$ cat config.mk
export PLATFORM = sky130hd
export DESIGN_NAME = trimmed_mean_sample_filter
export DESIGN_NICKNAME = d
export VERILOG_FILES = /design/src/rtl/core/tmsf_pkg.sv /design/src/rtl/core/trimmed_mean_sample_filter.sv /design/src/rtl/core/tmsf_cell.sv /design/src/rtl/core/tmsf_div.sv
export SDC_FILE = /design/constraint.sdc
export NUM_CORES = 1
export LEC_CHECK = 0
export ABC_AREA = 1
export BUFFER_PORTS_ARGS = -buffer_cell sky130_fd_sc_hd__clkbuf_2
export CORE_ASPECT_RATIO = 1.25
export CORE_MARGIN = 4
export CORE_UTILIZATION = 60
export CTS_CLUSTER_SIZE = 8
export DETAILED_ROUTE_END_ITERATION = 8
export PLACE_DENSITY_LB_ADDON = 0.08
export SYNTH_ARGS = -nofsm -noshare
export SYNTH_HDL_FRONTEND = slang
export SYNTH_SLANG_ARGS = --single-unit
$ cat constraint.sdc
create_clock -name clk -period 8.5 [get_ports clk]
set_clock_uncertainty 0.2 [all_clocks]
set_input_delay 2.55 -clock clk [delete_from_list [all_inputs] [get_ports clk]]
set_output_delay 2.55 -clock clk [all_outputs]
set_load 0.01 [all_outputs]
$ cat src/rtl/core/tmsf_pkg.sv
// shared constants and types for the trimmed mean sample filter
package tmsf_pkg;

  localparam int SAMPLE_COUNT = 10;
  localparam int TRIM         = 2;
  localparam int EFF_TRIM     = (2 * TRIM >= SAMPLE_COUNT) ? (SAMPLE_COUNT - 1) / 2 : TRIM;
  localparam int KEPT_COUNT   = SAMPLE_COUNT - 2 * EFF_TRIM;
  localparam int SUM_STEPS    = SAMPLE_COUNT - EFF_TRIM;

  localparam int SAMPLE_W     = 12;
  localparam int CNT_W        = $clog2(SAMPLE_COUNT);
  localparam int SUM_W        = SAMPLE_W + $clog2(SAMPLE_COUNT);

  // reciprocal of the kept count; the rounding error times the largest kept sum
  // stays below one unit of the shifted product, so the quotient is exact
  localparam int DIV_SHIFT    = SAMPLE_W + 2 * $clog2(KEPT_COUNT);
  localparam int DIV_MULT     = (2 ** DIV_SHIFT + KEPT_COUNT - 1) / KEPT_COUNT;
  localparam int MULT_W       = DIV_SHIFT + 1;
  localparam int PROD_W       = SUM_W + MULT_W;

  typedef enum logic [1:0] {
    ST_FILL,
    ST_SUM,
    ST_DIV
  } fsm_state_t;

  typedef struct packed {
    logic                ins;
    logic                shift;
    logic [SAMPLE_W-1:0] sample;
  } cell_ctrl_t;

endpackage

$ cat src/rtl/core/trimmed_mean_sample_filter.sv
// Samples are taken one per cycle while busy is low; each is sorted into the cell chain at once.
// The request that completes a group raises busy while the chain is shifted out through one
// adder and then while the reciprocal multiply turns the kept sum into the mean.
// done is high for one cycle with the mean, in the last busy cycle; the receiver cannot stall.
// Synchronous reset empties the group and returns to taking samples.
module trimmed_mean_sample_filter (
  input  logic                          clk,
  input  logic                          rst,
  input  logic                          start,
  input  logic [tmsf_pkg::SAMPLE_W-1:0] sample_mv,
  output logic                          busy,
  output logic                          done,
  output logic [tmsf_pkg::SAMPLE_W-1:0] trimmed_mean_mv
);

  tmsf_pkg::fsm_state_t          state, state_next;
  tmsf_pkg::cell_ctrl_t          ctrl;
  logic [tmsf_pkg::CNT_W-1:0]    count;
  logic [tmsf_pkg::CNT_W-1:0]    k;
  logic [tmsf_pkg::SUM_W-1:0]    acc;
  logic [tmsf_pkg::SUM_W-1:0]    acc_next;
  logic                          group_last;
  logic                          sum_last;
  logic                          div_go;

  logic [tmsf_pkg::SAMPLE_W-1:0] vals [tmsf_pkg::SAMPLE_COUNT];
  logic                          gts  [tmsf_pkg::SAMPLE_COUNT];
  logic                          occ  [tmsf_pkg::SAMPLE_COUNT];

  assign group_last = (count == tmsf_pkg::CNT_W'(tmsf_pkg::SAMPLE_COUNT - 1));
  assign sum_last   = (k == tmsf_pkg::CNT_W'(tmsf_pkg::SUM_STEPS - 1));
  assign div_go     = (state == tmsf_pkg::ST_SUM) && sum_last;

  // head of the chain is the next smallest entry; the lowest ones are skipped
  assign acc_next = (k >= tmsf_pkg::CNT_W'(tmsf_pkg::EFF_TRIM))
                    ? acc + tmsf_pkg::SUM_W'(vals[0]) : acc;

  for (genvar i = 0; i < tmsf_pkg::SAMPLE_COUNT; i++) begin : g_cell
    assign occ[i] = (tmsf_pkg::CNT_W'(i) < count);
    if (i == 0) begin : g_first
      tmsf_cell u_cell (
        .clk       (clk),
        .ctrl      (ctrl),
        .occupied  (occ[i]),
        .left_val  ('0),
        .left_gt   (1'b0),
        .right_val (vals[i+1]),
        .val       (vals[i]),
        .gt        (gts[i])
      );
    end else if (i == tmsf_pkg::SAMPLE_COUNT - 1) begin : g_last
      tmsf_cell u_cell (
        .clk       (clk),
        .ctrl      (ctrl),
        .occupied  (occ[i]),
        .left_val  (vals[i-1]),
        .left_gt   (gts[i-1]),
        .right_val (vals[i]),
        .val       (vals[i]),
        .gt        (gts[i])
      );
    end else begin : g_mid
      tmsf_cell u_cell (
        .clk       (clk),
        .ctrl      (ctrl),
        .occupied  (occ[i]),
        .left_val  (vals[i-1]),
        .left_gt   (gts[i-1]),
        .right_val (vals[i+1]),
        .val       (vals[i]),
        .gt        (gts[i])
      );
    end
  end

  tmsf_div u_div (
    .clk      (clk),
    .rst      (rst),
    .go       (div_go),
    .dividend (acc_next),
    .done     (done),
    .quotient (trimmed_mean_mv)
  );

  always_comb begin
    state_next = state;
    unique case (state)
      tmsf_pkg::ST_FILL: begin
        if (start && group_last) begin
          state_next = tmsf_pkg::ST_SUM;
        end
      end
      tmsf_pkg::ST_SUM: begin
        if (sum_last) begin
          state_next = tmsf_pkg::ST_DIV;
        end
      end
      tmsf_pkg::ST_DIV: begin
        if (done) begin
          state_next = tmsf_pkg::ST_FILL;
        end
      end
      default: state_next = tmsf_pkg::ST_FILL;
    endcase
  end

  always_comb begin
    busy        = (state != tmsf_pkg::ST_FILL);
    ctrl.ins    = (state == tmsf_pkg::ST_FILL) && start;
    ctrl.shift  = (state == tmsf_pkg::ST_SUM);
    ctrl.sample = sample_mv;
  end

  always_ff @(posedge clk) begin
    if (rst) begin
      state <= tmsf_pkg::ST_FILL;
      count <= '0;
      k     <= '0;
    end else begin
      state <= state_next;
      if (ctrl.ins) begin
        count <= group_last ? '0 : count + 1'b1;
        k     <= '0;
      end else if (ctrl.shift) begin
        k <= k + 1'b1;
      end
    end
  end

  always_ff @(posedge clk) begin
    if (ctrl.ins) begin
      acc <= '0;
    end else if (ctrl.shift) begin
      acc <= acc_next;
    end
  end

endmodule

$ cat src/rtl/core/tmsf_cell.sv
// one slot of the sorted insertion chain
module tmsf_cell (
  input  logic                          clk,
  input  tmsf_pkg::cell_ctrl_t          ctrl,
  input  logic                          occupied,
  input  logic [tmsf_pkg::SAMPLE_W-1:0] left_val,
  input  logic                          left_gt,
  input  logic [tmsf_pkg::SAMPLE_W-1:0] right_val,
  output logic [tmsf_pkg::SAMPLE_W-1:0] val,
  output logic                          gt
);

  logic [tmsf_pkg::SAMPLE_W-1:0] val_next;

  assign gt = occupied && (val > ctrl.sample);

  always_comb begin
    val_next = val;
    if (ctrl.ins) begin
      // larger entries move up one slot, new sample lands after equal ones
      if (left_gt) begin
        val_next = left_val;
      end else if (!occupied || gt) begin
        val_next = ctrl.sample;
      end
    end else if (ctrl.shift) begin
      val_next = right_val;
    end
  end

  always_ff @(posedge clk) begin
    val <= val_next;
  end

endmodule

$ cat src/rtl/core/tmsf_div.sv
// divider by the kept sample count through a reciprocal multiply, result registered in the cycle after go
module tmsf_div (
  input  logic                          clk,
  input  logic                          rst,
  input  logic                          go,
  input  logic [tmsf_pkg::SUM_W-1:0]    dividend,
  output logic                          done,
  output logic [tmsf_pkg::SAMPLE_W-1:0] quotient
);

  logic [tmsf_pkg::MULT_W-1:0] mult;
  logic [tmsf_pkg::PROD_W-1:0] prod;

  assign mult = tmsf_pkg::MULT_W'(tmsf_pkg::DIV_MULT);
  assign prod = tmsf_pkg::PROD_W'(dividend) * tmsf_pkg::PROD_W'(mult);

  always_ff @(posedge clk) begin
    if (rst) begin
      done <= 1'b0;
    end else begin
      done <= go;
    end
  end

  always_ff @(posedge clk) begin
    if (go) begin
      quotient <= prod[tmsf_pkg::DIV_SHIFT +: tmsf_pkg::SAMPLE_W];
    end
  end

endmodule

==> impl_metrics.sql <==
INSERT INTO impl_metrics (metric_group, metric, value, unit) VALUES
('outcome', 'outcome', 'finished, final reports clean', ''),
('pwr', 'power.internal', '1.46', 'mW'),
('sta', 'final.period_utilization', '81.6', '%'),
('routing', 'met1Wirelength', '16700', 'µm'),
('run', 'max_cap_violations', '0', ''),
('sta', 'slew_headroom', '22.0', '%'),
('sta', 'achievable-frequency', '0.144', 'GHz'),
('place', 'placement.setup.worst_slack', '1.64', 'ns'),
('cts', 'cts_htree_levels', '4', ''),
('critical_path', 'timing_worst_setup_path_type', 'flip-flop to flip-flop', ''),
('cts', 'clock_latency', '0.44', 'ns'),
('logic_synthesis', 'yosys.cell_count.top_type', 'sky130_fd_sc_hd__nand2_1', ''),
('sta', 'worst_slew_pin_slew', '1.17', 'ns'),
('place', 'dpl.cell_count', '2355', ''),
('global_route', 'grt_pass1_wl', '74500', 'µm'),
('pwr', 'powerDensity', '120', 'nW/µm²'),
('critical_path', 'start_kind', 'flip-flop', ''),
('logic_synthesis', 'synth.yosys.seq_area_share', '27.7', '%'),
('sta', 'rsz_0062_raised_after_global_routing', 'false', ''),
('die', 'top_level_ports', '29', ''),
('routing', 'drt-vias-per-instance', '5.82', ''),
('global_route', 'antenna_found_initial', '0', ''),
('pwr', 'pwr-share-seq', '46.0', '%'),
('global_route', 'aggregate_global_route_resource_usage', '32.1', '%'),
('cts', 'clockRootBuffer', 'sky130_fd_sc_hd__clkbuf_16', ''),
('cts', 'number_of_buffers_created_by_cts', '17', ''),
('logic_synthesis', 'synthesized_cell_area', '16200', 'µm²'),
('place', 'quantity_of_i_o_buffers_inserted_on_ports', '28', ''),
('die', 'dieHeight', '192', 'µm'),
('pwr', 'leakagePower', '8.79', 'nW'),
('die', 'core_region_area', '26700', 'µm²'),
('layout', 'finish.net_count', '2376', ''),
('pwr', 'totalPowerFinal', '2.08', 'mW'),
('logic_synthesis', 'synth_seq_cells', '159', ''),
('die', 'initial_core_utilization', '60.7', '%'),
('sta', 'setup-tns-final', '0', 'ns'),
('logic_synthesis', 'syn_area_per_cell', '8.06', 'µm²'),
('layout', 'number_of_non_filler_instances_in_the_completed_layout', '2387', ''),
('routing', 'routedWlPerCell', '19.3', 'µm'),
('layout', 'layout.area.seq', '4500', 'µm²'),
('critical_path', 'worst-path-max-fanout', '5', ''),
('routing', 'post-route-drc-count', '0', ''),
('pwr', 'switching_share', '30.0', '%'),
('layout', 'multi_input_comb_area', '10300', 'µm²'),
('global_route', 'first_global_vias', '14345', ''),
('routing', 'detailroute.via_count', '13888', ''),
('cts', 'cts.path.max_buffers', '2', ''),
('die', 'die_x_extent', '155', 'µm'),
('pwr', 'switch_pwr', '624', 'µW'),
('routing', 'routed-wl-met2', '24800', 'µm'),
('routing', 'starting_drc_count_in_detailed_routing', '745', ''),
('layout', 'diode_insertion_count_for_antenna_repair', '0', ''),
('global_route', 'pin_count_of_the_biggest_net_entering_global_routing', '71', ''),
('logic_synthesis', 'postSynthNetCount', '2362', ''),
('layout', 'fill_cells', '2425', ''),
('routing', 'routed_wirelength', '46000', 'µm'),
('cts', 'cts_tree', 'yes', ''),
('logic_synthesis', 'post_synthesis_async_set_or_reset_flop_share', '0', '%'),
('pwr', 'worst_ir_drop_vdd', '126', 'µV'),
('sta', 'finalCriticalPeriod', '6.94', 'ns'),
('cts', 'clk_pin_slew_worst_paths', '0.07', 'ns'),
('logic_synthesis', 'netlist_instances', '2015', ''),
('logic_synthesis', 'synth_largest_type_area_fraction', '24.4', '%'),
('pwr', 'clock_power_share', '37.3', '%'),
('logic_synthesis', 'ys_warn_count', '0', ''),
('routing', 'detail_route.first_pass.iterations', '5', ''),
('critical_path', 'worst_path_largest_cell_delay', '0.55', 'ns'),
('logic_synthesis', 'synth_edf_count', '132', ''),
('cts', 'post_cts_buffers', '0', ''),
('layout', 'post_route_cells_drive_above_1_share', '7.74', '%'),
('critical_path', 'crit_slowest_cell', 'sky130_fd_sc_hd__fa_1', '');
==> metrics by stage <==
step	area, µm²	util, %
2_1_floorplan	16200	-
3_3_place_gp	16700	62.5
3_5_place_dp	16700	62.5
4_1_cts	17300	64.7
5_1_grt	17300	64.7
6_report	17300	64.7
==> power by group through the flow <==
stage	Clock [mW]	Sequential (mW)	Combinational (mW)
final	0.775	0.957	0.347
after floorplan	0	0.949	0.247
after global routing	0.812	0.961	0.397
after CTS	0.780	0.956	0.344
after detailed placement	0	0.972	0.341
after global placement	0	0.971	0.328
==> kinds of logic (layout without fill, tap and decap cells) <==
logic type | count (synthesis) | after routing | share of synthesized area (%)
compound gates | 374 | 374 | 12.8
fa+ha+maj | 332 | 332 | 29.1
buf+inv | 370 | 397 | 9.07
simple gates | 767 | 767 | 20.5
flops | 159 | 159 | 27.7
xor+xnor | 13 | 13 | 0.747
==> path summary, 6_finish.rpt <==
path / start / end / slack (ns) / depth (start not counted)
worst min-delay path: acc[15] / acc[15] / 0.28 / 2
worst min register to register: acc[15] / acc[15] / 0.28 / 2
worst max-delay path: g_cell[0].g_first.u_cell.val[0] / u_div.quotient[6] / 1.56 / 28
worst max register to register: g_cell[0].g_first.u_cell.val[0] / u_div.quotient[6] / 1.56 / 28
==> cell type report <==
type | instances | area share, %
Tap cell | 345 | 2.50
Clock inverter | 10 | 0.434
Inverter | 311 | 6.77
Clock buffer | 22 | 2.93
Multi-Input combinational cell | 1486 | 59.4
Sequential cell | 159 | 26.0
Timing Repair Buffer | 54 | 1.94
==> sequential cells by signal (all words and copies together) (netlist names) <==
register and count:
state 2, acc 16, g_cell.g_last.u_cell.val 12, g_cell.g_mid.u_cell.val 96, u_div.quotient 12, count 4, g_cell.g_first.u_cell.val 12, k 4
u_div.done 1
==> cells in the final DEF, fill, tap and decap left out, types with 19 or more instances in the layout <==
master	Yosys	routed
sky130_fd_sc_hd__nand2_1	516	516
sky130_fd_sc_hd__inv_1	303	303
sky130_fd_sc_hd__dfxtp_1	27	27
sky130_fd_sc_hd__a21oi_1	143	143
sky130_fd_sc_hd__nand3_1	62	62
sky130_fd_sc_hd__clkbuf_16	0	19
sky130_fd_sc_hd__clkbuf_2	2	28
sky130_fd_sc_hd__fa_1	76	76
sky130_fd_sc_hd__o21ai_1	21	22
sky130_fd_sc_hd__o211ai_1	23	23
sky130_fd_sc_hd__o21ai_0	126	125
sky130_fd_sc_hd__ha_1	256	256
sky130_fd_sc_hd__buf_4	5	26
sky130_fd_sc_hd__nor2_1	89	89
sky130_fd_sc_hd__edfxtp_1	132	132
==> worst max-delay path: cells and delay by family (launching register included) <==
family / cells / cell delay, ns
fa+ha+maj: 9 / 4.00
buf+inv: 6 / 0.52
compound gates: 4 / 0.54
simple gates: 9 / 1.01
flops: 1 / 0.43
==> routing by layer <==
layer | vias to the layer above | track usage [%]
met5 | - | 0
met3 | 160 | 3.58
li1 | 6741 | -
met4 | 0 | 19.7
met2 | 379 | 60.7
met1 | 6608 | 33.7
Power figures use the tool's default switching activity.
